[config.mk]
export PLATFORM = sky130hd
export DESIGN_NAME = heron_square_root
export DESIGN_NICKNAME = d
export VERILOG_FILES = /design/src/hsr_pkg.sv /design/src/heron_square_root.sv /design/src/hsr_div.sv
export SDC_FILE = /design/constraint.sdc
export NUM_CORES = 2
export LEC_CHECK = 0
export BUFFER_PORTS_ARGS = -buffer_cell sky130_fd_sc_hd__buf_4
export CAP_MARGIN = 0
export CORE_UTILIZATION = 35
export DETAILED_ROUTE_END_ITERATION = 7
export GPL_ROUTABILITY_DRIVEN = 0
export PLACE_DENSITY = 0.55
export SLEW_MARGIN = 10
export SYNTH_ARGS = -nofsm -noshare
export SYNTH_HDL_FRONTEND = slang
export SYNTH_SLANG_ARGS = --single-unit
[constraint.sdc]
create_clock -name clk -period 8.5 [get_ports clk]
set_input_delay 1.7 -clock clk [delete_from_list [all_inputs] [get_ports clk]]
set_output_delay 1.7 -clock clk [all_outputs]
set_load 0.02 [all_outputs]
[src/hsr_pkg.sv]
// ---------------------------------------------------------------------------
// hsr_pkg - shared constants for the Heron square root block
// Field widths, parameter defaults and the guess ceiling used by the top
// level and the shared divider.
// ---------------------------------------------------------------------------
`timescale 1ns / 1ps

package hsr_pkg;

  // Field widths
  localparam int VALUE_W = 32;   // signed input number
  localparam int GUESS_W = 31;   // guess, root and divisor width
  localparam int TOL_W   = 31;   // tolerance register width

  // Parameter defaults
  localparam int MAX_ITER_DEF  = 32;
  localparam int FRAC_BITS_DEF = 16;

  // Largest legal guess (2^31 - 1)
  localparam logic [GUESS_W-1:0] GUESS_MAX = {GUESS_W{1'b1}};

  // Tolerance after reset
  localparam logic [TOL_W-1:0] TOL_RESET = TOL_W'(1);

endpackage

[src/heron_square_root.sv]
// ---------------------------------------------------------------------------
// heron_square_root - fixed-point square root by Heron's iteration
// A negative or zero number goes straight to the result beat; otherwise
//   each step runs the bit-serial divider, updates and squares the guess and
//   checks it against the tolerance, at Q16.16 by default, with steps between 1 and MAX_ITERATIONS.
// One number at a time; the next beat is taken once the result is parked
//   in the output register. Reset: synchronous, active low; tolerance is 1.
// ---------------------------------------------------------------------------
`timescale 1ns / 1ps

module heron_square_root #(
  parameter int MAX_ITERATIONS = hsr_pkg::MAX_ITER_DEF,
  parameter int FRACTION_BITS  = hsr_pkg::FRAC_BITS_DEF
) (
  input  logic                        clk,
  input  logic                        rst_n,
  // Configuration
  input  logic                        cfg_we,
  input  logic [hsr_pkg::TOL_W-1:0]   cfg_wdata,    // tolerance
  // Input stream
  input  logic                        in_tvalid,
  output logic                        in_tready,
  input  logic [hsr_pkg::VALUE_W-1:0] in_tdata,     // [31:0] value_in
  // Result stream
  output logic                        out_tvalid,
  input  logic                        out_tready,
  output logic [31:0]                 out_tdata,    // [30:0] root, [31] zero
  output logic [1:0]                  out_tuser     // [0] negative_error, [1] limit_reached
);

  localparam int GW   = hsr_pkg::GUESS_W;
  localparam int QW   = GW + FRACTION_BITS;          // quotient width
  localparam int PW   = 2 * GW;                      // product width
  localparam int SQW  = PW - FRACTION_BITS;          // rescaled square width
  localparam int CMPW = SQW + 1;
  localparam int SW   = $clog2(MAX_ITERATIONS + 1);

  // Sequencer codes
  localparam logic [2:0] S_IDLE = 3'd0;
  localparam logic [2:0] S_LD   = 3'd1;
  localparam logic [2:0] S_DIV  = 3'd2;
  localparam logic [2:0] S_UPD  = 3'd3;
  localparam logic [2:0] S_SQR  = 3'd4;
  localparam logic [2:0] S_CHK  = 3'd5;
  localparam logic [2:0] S_FIN  = 3'd6;

  logic [2:0]                 state_r, state_nxt;
  logic [hsr_pkg::TOL_W-1:0]  tol_r;
  logic [GW-1:0]              x_r, x_nxt;
  logic [GW-1:0]              guess_r, guess_nxt;
  logic [PW-1:0]              prod_r;
  logic [SW-1:0]              step_r, step_nxt;
  logic [GW-1:0]              res_root_r, res_root_nxt;
  logic                       res_neg_r, res_neg_nxt;
  logic                       res_lim_r, res_lim_nxt;
  logic                       out_valid_r, out_valid_nxt;
  logic [GW-1:0]              out_root_r;
  logic                       out_neg_r, out_lim_r;

  logic                       in_beat, out_load;
  logic                       div_start, div_done;
  logic [QW-1:0]              quo;
  logic [QW:0]                sum;
  logic [QW-1:0]              mean;
  logic [GW-1:0]              mean_clamped;
  logic [GW-2:0]              half;
  logic [SQW-1:0]             sq;
  logic                       met;
  logic [SW-1:0]              step_inc;

  // Shared divider: (x << FRACTION_BITS) / guess
  hsr_div #(
    .FRAC_BITS (FRACTION_BITS)
  ) u_div (
    .clk      (clk),
    .rst_n    (rst_n),
    .start    (div_start),
    .numer    (x_r),
    .divisor  (guess_r),
    .done     (div_done),
    .quotient (quo)
  );

  assign in_tready = (state_r == S_IDLE);
  assign in_beat   = in_tvalid && in_tready;
  assign div_start = (state_r == S_LD);
  assign out_load  = (state_r == S_FIN) && (!out_valid_r || out_tready);

  // Truncated mean of guess and quotient, held inside 1 .. 2^31-1
  always_comb begin
    sum  = {1'b0, QW'(guess_r)} + {1'b0, quo};
    mean = sum[QW:1];
    if (mean == '0) begin
      mean_clamped = GW'(1);
    end else if (mean[QW-1:GW] != '0) begin
      mean_clamped = hsr_pkg::GUESS_MAX;
    end else begin
      mean_clamped = mean[GW-1:0];
    end
  end

  // Tolerance check on the rescaled square
  always_comb begin
    sq  = prod_r[PW-1:FRACTION_BITS];
    met = (CMPW'(sq) <= CMPW'(x_r) + CMPW'(tol_r)) &&
          (CMPW'(sq) + CMPW'(tol_r) >= CMPW'(x_r));
    step_inc = step_r + SW'(1);
  end

  assign half = in_tdata[GW-1:1];

  // Sequencer
  always_comb begin
    state_nxt    = state_r;
    x_nxt        = x_r;
    guess_nxt    = guess_r;
    step_nxt     = step_r;
    res_root_nxt = res_root_r;
    res_neg_nxt  = res_neg_r;
    res_lim_nxt  = res_lim_r;
    case (state_r)
      S_IDLE: begin
        if (in_beat) begin
          x_nxt        = in_tdata[GW-1:0];
          step_nxt     = '0;
          res_root_nxt = '0;
          res_neg_nxt  = in_tdata[hsr_pkg::VALUE_W-1];
          res_lim_nxt  = 1'b0;
          guess_nxt    = (half == '0) ? GW'(1) : {1'b0, half};
          if (in_tdata[hsr_pkg::VALUE_W-1] || (in_tdata == '0)) begin
            state_nxt = S_FIN;
          end else begin
            state_nxt = S_LD;
          end
        end
      end
      S_LD: begin
        state_nxt = S_DIV;
      end
      S_DIV: begin
        if (div_done) begin
          state_nxt = S_UPD;
        end
      end
      S_UPD: begin
        guess_nxt = mean_clamped;
        state_nxt = S_SQR;
      end
      S_SQR: begin
        state_nxt = S_CHK;
      end
      S_CHK: begin
        step_nxt = step_inc;
        if (met || (step_inc == SW'(MAX_ITERATIONS))) begin
          res_root_nxt = guess_r;
          res_lim_nxt  = !met;
          state_nxt    = S_FIN;
        end else begin
          state_nxt = S_LD;
        end
      end
      S_FIN: begin
        if (out_load) begin
          state_nxt = S_IDLE;
        end
      end
      default: begin
        state_nxt = S_IDLE;
      end
    endcase
  end

  // Drop the result beat once taken, raise it on load
  always_comb begin
    out_valid_nxt = out_valid_r;
    if (out_valid_r && out_tready) begin
      out_valid_nxt = 1'b0;
    end
    if (out_load) begin
      out_valid_nxt = 1'b1;
    end
  end

  // Control state
  always_ff @(posedge clk) begin
    if (!rst_n) begin
      state_r     <= S_IDLE;
      tol_r       <= hsr_pkg::TOL_RESET;
      step_r      <= '0;
      out_valid_r <= 1'b0;
    end else begin
      state_r     <= state_nxt;
      step_r      <= step_nxt;
      out_valid_r <= out_valid_nxt;
      if (cfg_we) begin
        tol_r <= cfg_wdata;
      end
    end
  end

  // Datapath
  always_ff @(posedge clk) begin
    x_r        <= x_nxt;
    guess_r    <= guess_nxt;
    prod_r     <= PW'(guess_r) * PW'(guess_r);
    res_root_r <= res_root_nxt;
    res_neg_r  <= res_neg_nxt;
    res_lim_r  <= res_lim_nxt;
    if (out_load) begin
      out_root_r <= res_root_r;
      out_neg_r  <= res_neg_r;
      out_lim_r  <= res_lim_r;
    end
  end

  assign out_tvalid = out_valid_r;
  assign out_tdata  = {1'b0, out_root_r};
  assign out_tuser  = {out_lim_r, out_neg_r};

endmodule

[src/hsr_div.sv]
// ---------------------------------------------------------------------------
// hsr_div - restoring divider, one quotient bit per cycle
// Divides x << FRAC_BITS by the current guess. The divisor must hold
// steady while the division runs; done is high for a single cycle, together with the last quotient bit.
// ---------------------------------------------------------------------------
`timescale 1ns / 1ps

module hsr_div #(
  parameter int FRAC_BITS = hsr_pkg::FRAC_BITS_DEF
) (
  input  logic                                      clk,
  input  logic                                      rst_n,
  input  logic                                      start,
  input  logic [hsr_pkg::GUESS_W-1:0]               numer,    // x, before the shift
  input  logic [hsr_pkg::GUESS_W-1:0]               divisor,
  output logic                                      done,
  output logic [hsr_pkg::GUESS_W+FRAC_BITS-1:0]     quotient
);

  localparam int GW = hsr_pkg::GUESS_W;
  localparam int DW = GW + FRAC_BITS;
  localparam int CW = $clog2(DW + 1);

  logic [DW-1:0] dq_r, dq_nxt;      // dividend bits out at the top, quotient bits in
  logic [GW-1:0] rem_r, rem_nxt;
  logic [CW-1:0] cnt_r, cnt_nxt;
  logic          done_r, done_nxt;

  logic [GW:0]   rem_sh;
  logic          fits;

  // One restoring step: shift in the next dividend bit, subtract if it fits
  always_comb begin
    rem_sh  = {rem_r, dq_r[DW-1]};
    fits    = (rem_sh >= {1'b0, divisor});
    rem_nxt = rem_r;
    dq_nxt  = dq_r;
    cnt_nxt = cnt_r;
    done_nxt = 1'b0;
    if (start) begin
      rem_nxt = '0;
      dq_nxt  = {numer, {FRAC_BITS{1'b0}}};
      cnt_nxt = CW'(DW);
    end else if (cnt_r != '0) begin
      rem_nxt  = fits ? GW'(rem_sh - {1'b0, divisor}) : GW'(rem_sh);
      dq_nxt   = {dq_r[DW-2:0], fits};
      cnt_nxt  = cnt_r - CW'(1);
      done_nxt = (cnt_r == CW'(1));
    end
  end

  // Control state
  always_ff @(posedge clk) begin
    if (!rst_n) begin
      cnt_r  <= '0;
      done_r <= 1'b0;
    end else begin
      cnt_r  <= cnt_nxt;
      done_r <= done_nxt;
    end
  end

  // Datapath
  always_ff @(posedge clk) begin
    rem_r <= rem_nxt;
    dq_r  <= dq_nxt;
  end

  assign done     = done_r;
  assign quotient = dq_r;

endmodule

==> metrics.sh <==
AVGVIACOUNTPERCELL=5.12
SKEW_NS=0.0485
MAX_CAP_VIOLATIONS=0
FINALCOREUTILIZATION_PCT=39.2
SYN_AREA_UM2=46500
DPL_CELL_AREA_UM2=50100
WORST_REG_TO_REG_SETUP_SLACK_NS=0.24
MAXIMUM_LEVEL_OF_THE_CTS_H_TREE=2
CRIT_TYPE='flip-flop to flip-flop'
FINAL-MAX-SLEW-VIOLATION-COUNT=0
WORST_EP_ARRIVAL_TIME_NS=8.74
TRITONCTS='done'
CLK_ROOT_BUFFER_CELL='sky130_fd_sc_hd__clkbuf_16'
GRT_START_MAX_NET_PINS=108
CTS_NUM_SINKS=300
CRIT-REG2REG-CAPTURE='prod_r[45]'
TRITONCTS.NUM_BUFFERS=37
R2R.WORST_PATH.CELLS=29
AVGROUTEDWIREPERCELL_UM=20.5
ANT_NETS=0
DIEAREA_UM2=134000
INITIAL_UTILIZATION_PCT=35.3
GR-USAGE-ALL-LAYERS_PCT=21.9
RELSLEWSLACK_PCT=19.0
CHIP_WIDTH_UM=367
CLOCK.FMAX_MHz=121
MAX-CLOCK-PATH-BUFFERS=3
DR.FIRST_ITER.DRC_COUNT=2699
FINAL_LAYOUT_SIZE_SUFFIX_GT1_SHARE_PCT=7.88
LAYOUT-AREA-OVERHEAD-VS-SYNTH_PCT=10.8
DIE-HEIGHT_UM=367
TIMING.CRITICAL_PATH.REQUIRED_NS=8.98
CRIT_FAMILY='adder cells'
ROW_COUNT=133
TIMING.CRITICAL_PATH.SLOWEST_STAGE_CELL='sky130_fd_sc_hd__fa_1'
IO-PIN-COUNT=104
YOSYSUNIQUECELLTYPES=98
FIRSTDRTPASSITERS=6
YOSYSWARNINGS=0
PERIOD_SHARE_PCT=97.2
BUFFER_PORTS.INSERTED=102
DETAILEDPLACE.WORSTSLACK_NS=0.0163
R2R-START='guess_r[17]'
ROUTED-VIA-COUNT=36230
FIN_CRIT_NS=8.26
SYNTH_EDF_COUNT=159
WIRE_LENGTH_OF_THE_FIRST_GLOBAL_ROUTING_PASS_MM=225
OUTCOME='finished, final reports clean'
CLK_LATENCY_NS=0.59
PATH_COMMON_CELL='sky130_fd_sc_hd__fa_1'
SYNTH_FLOP_CELL='sky130_fd_sc_hd__edfxtp_1'
WORST-PATH-MAX-FANOUT=11
HOLDBUFCOUNTCTS=0
CP.BUFFERS_INVERTERS=8
SYNTH.AVG_CELL_AREA_UM2=9.01
WORST_HOLD_PATH.ENDPOINT='out_root_r[26]'
FIRST_GLOBAL_VIAS=37849
MIN-DELAY-PATH-CLASS='flip-flop to flip-flop'
CRIT_PATH_MAX_INCR_DELAY_NS=0.58
DRT_WL_TOTAL_MM=145
STARTPOINT_TYPE='flip-flop'
SETUP_SLACK_NS=0.241
NFILLCELLS=13284
TIGHTESTPINTRANSITION_NS=1.22
HOLD-PATH-CELL-COUNT=0
FLOORPLAN.CORE_AREA_UM2=132000
ANTENNA_VIOLATIONS_BEFORE_REPAIR=1
GRT-OVFL-TOTAL=0
WORST_SETUP_HOLD_PATH_CLK_SLEW_NS=0.06
FINAL_CELL_AREA_UM2=51500
SYNTH_ASYNC_SR_FLOP_SHARE_PCT=0
YOSYS_REGISTER_BITS=300
CRITICAL_PATH.ENDPOINT_TYPE='flip-flop'
HPWL_MM=120
FINALNETCOUNT=6574
HOLD_START='res_root_r[26]'
SEQ_AREA_FRAC_SYNTH_PCT=16.3
NUMBER_OF_ENDPOINTS_FAILING_SETUP_AT_THE_FINAL_STAGE=0
FINALHOLDVIOLATIONS=0
DRC=0
SYNTHESIS.INSTANCES=5165
worst reg2reg max path: cells and delay by family, from the launching register on:
family / cells / cell delay [ns]
buffers and inverters: 8 / 1.01
adders and majority gates: 9 / 4.46
AOI/OAI and AO/OA: 8 / 1.39
DFF: 1 / 0.50
and+or+nand+nor: 4 / 0.83
cells in the final DEF (no fill, tap or decap), drive strengths merged, types with 24 or more instances in the layout:
cell type  instances
o21a              38
nand4             48
buf              278
a21o             103
xnor2            100
nor3              58
and2              32
a311oi            24
nand2b            26
nand3            110
inv             1113
o21ai            157
xor2              62
fa               756
clkbuf            49
edfxtp           159
nor4              29
a31oi             35
and3              27
dfxtp            141
nor2             425
ha               460
a21oi            205
nor2b             69
mux2i             41
nand2            494
Yosys cell counts, types with 20 or more instances:
master / n / area, um^2
sky130_fd_sc_hd__inv_1: 1109 / 4160
sky130_fd_sc_hd__edfxtp_1: 159 / 4770
sky130_fd_sc_hd__o21ai_0: 144 / 721
sky130_fd_sc_hd__a31oi_1: 35 / 219
sky130_fd_sc_hd__nand2_1: 492 / 1850
sky130_fd_sc_hd__fa_1: 756 / 15100
sky130_fd_sc_hd__and3_1: 26 / 163
sky130_fd_sc_hd__nor2b_1: 69 / 432
sky130_fd_sc_hd__o21a_1: 38 / 285
sky130_fd_sc_hd__ha_1: 460 / 5760
sky130_fd_sc_hd__buf_1: 27 / 101
sky130_fd_sc_hd__nand3_1: 109 / 546
sky130_fd_sc_hd__nand2b_1: 26 / 163
sky130_fd_sc_hd__dfxtp_1: 141 / 2820
sky130_fd_sc_hd__buf_2: 22 / 110
sky130_fd_sc_hd__a21o_1: 103 / 773
sky130_fd_sc_hd__a311oi_1: 23 / 201
sky130_fd_sc_hd__nor2_1: 425 / 1600
sky130_fd_sc_hd__xnor2_1: 100 / 876
sky130_fd_sc_hd__nor4_1: 28 / 175
sky130_fd_sc_hd__clkbuf_1: 138 / 518
sky130_fd_sc_hd__nand4_1: 47 / 294
sky130_fd_sc_hd__nor3_1: 58 / 290
sky130_fd_sc_hd__xor2_1: 62 / 543
sky130_fd_sc_hd__a211oi_1: 20 / 150
sky130_fd_sc_hd__a21oi_1: 203 / 1020
sky130_fd_sc_hd__and2_1: 31 / 194
sky130_fd_sc_hd__mux2i_1: 41 / 410
state kept, by name (all words and copies together) (netlist names):
register / count
res_lim_r: 1
out_neg_r: 1
u_div.cnt_r: 6
guess_r: 31
u_div.quotient: 47
step_r: 6
res_root_r: 31
out_tvalid: 1
out_lim_r: 1
tol_r: 31
u_div.done: 1
prod_r: 46
u_div.rem_r: 31
res_neg_r: 1
x_r: 31
state_r: 3
out_root_r: 31
through the flow:
stage	cells	TNS [ns]	hold slack, ns
6_report	7077	0	0.417
5_1_grt	7074	-0.0205	0.417
4_1_cts	7061	0	0.415
3_5_place_dp	6992	0	0.405
3_3_place_gp	6992	0	0.402
2_1_floorplan	5166	0	0.400
worst max path at each step:
stage | start | endpoint | slack [ns] | cells past startpoint
2_1_floorplan | guess_r[6] | prod_r[58] | 0.35 | 29
4_1_cts | guess_r[18] | prod_r[58] | 0.09 | 29
3_5_place_dp | guess_r[16] | prod_r[58] | 0.02 | 29
3_3_place_gp | guess_r[16] | prod_r[58] | 0.14 | 30
6_report | guess_r[17] | prod_r[45] | 0.24 | 29
5_1_grt | guess_r[19] | prod_r[52] | -0.02 | 28
cell families (layout without fill, tap and decap cells):
kind of cell,count (synthesis),in the layout,synth area share [%]
xor+xnor,162,162,3.05
compound gates,753,753,10.7
flops,300,300,16.3
mux,43,43,0.930
simple gates,1382,1382,13.4
buf+inv,1308,1461,10.7
other cells,1,5,0.00806
fa+ha+maj,1216,1216,44.9
metal layers:
layer / GRT usage [%] / wire length (um) / share of wire, %
met1: 27.9 / 59800 / 41
met2: 37.6 / 70600 / 49
met3: 2.10 / 7750 / 5.3
met4: 9.25 / 6680 / 4.6
met5: 0 / 0 / 0
repair_timing:
action | CTS | global route
resized for setup | 0 | 26
pin swaps | 0 | 2
endpoints found under the setup margin | 1 | 16
buffers inserted | 1 | 13
hold endpoints to repair | 0 | 0
area by class of cell:
| type | count | area, um^2 | area share (%) |
|---|---|---|---|
| multi-input combinational | 3558 | 34100 | 66.1 |
| sequential | 300 | 7600 | 14.7 |
| inverter | 1115 | 4190 | 8.13 |
| timing repair buffer | 278 | 2230 | 4.32 |
| tap | 1755 | 2200 | 4.26 |
| clock buffer | 49 | 1040 | 2.03 |
| clock inverter | 19 | 223 | 0.432 |
| antenna | 3 | 7.51 | 0.0146 |
Power is not shown: default switching activity piles up to over one toggle a cycle in this logic, so the estimate is an artifact.
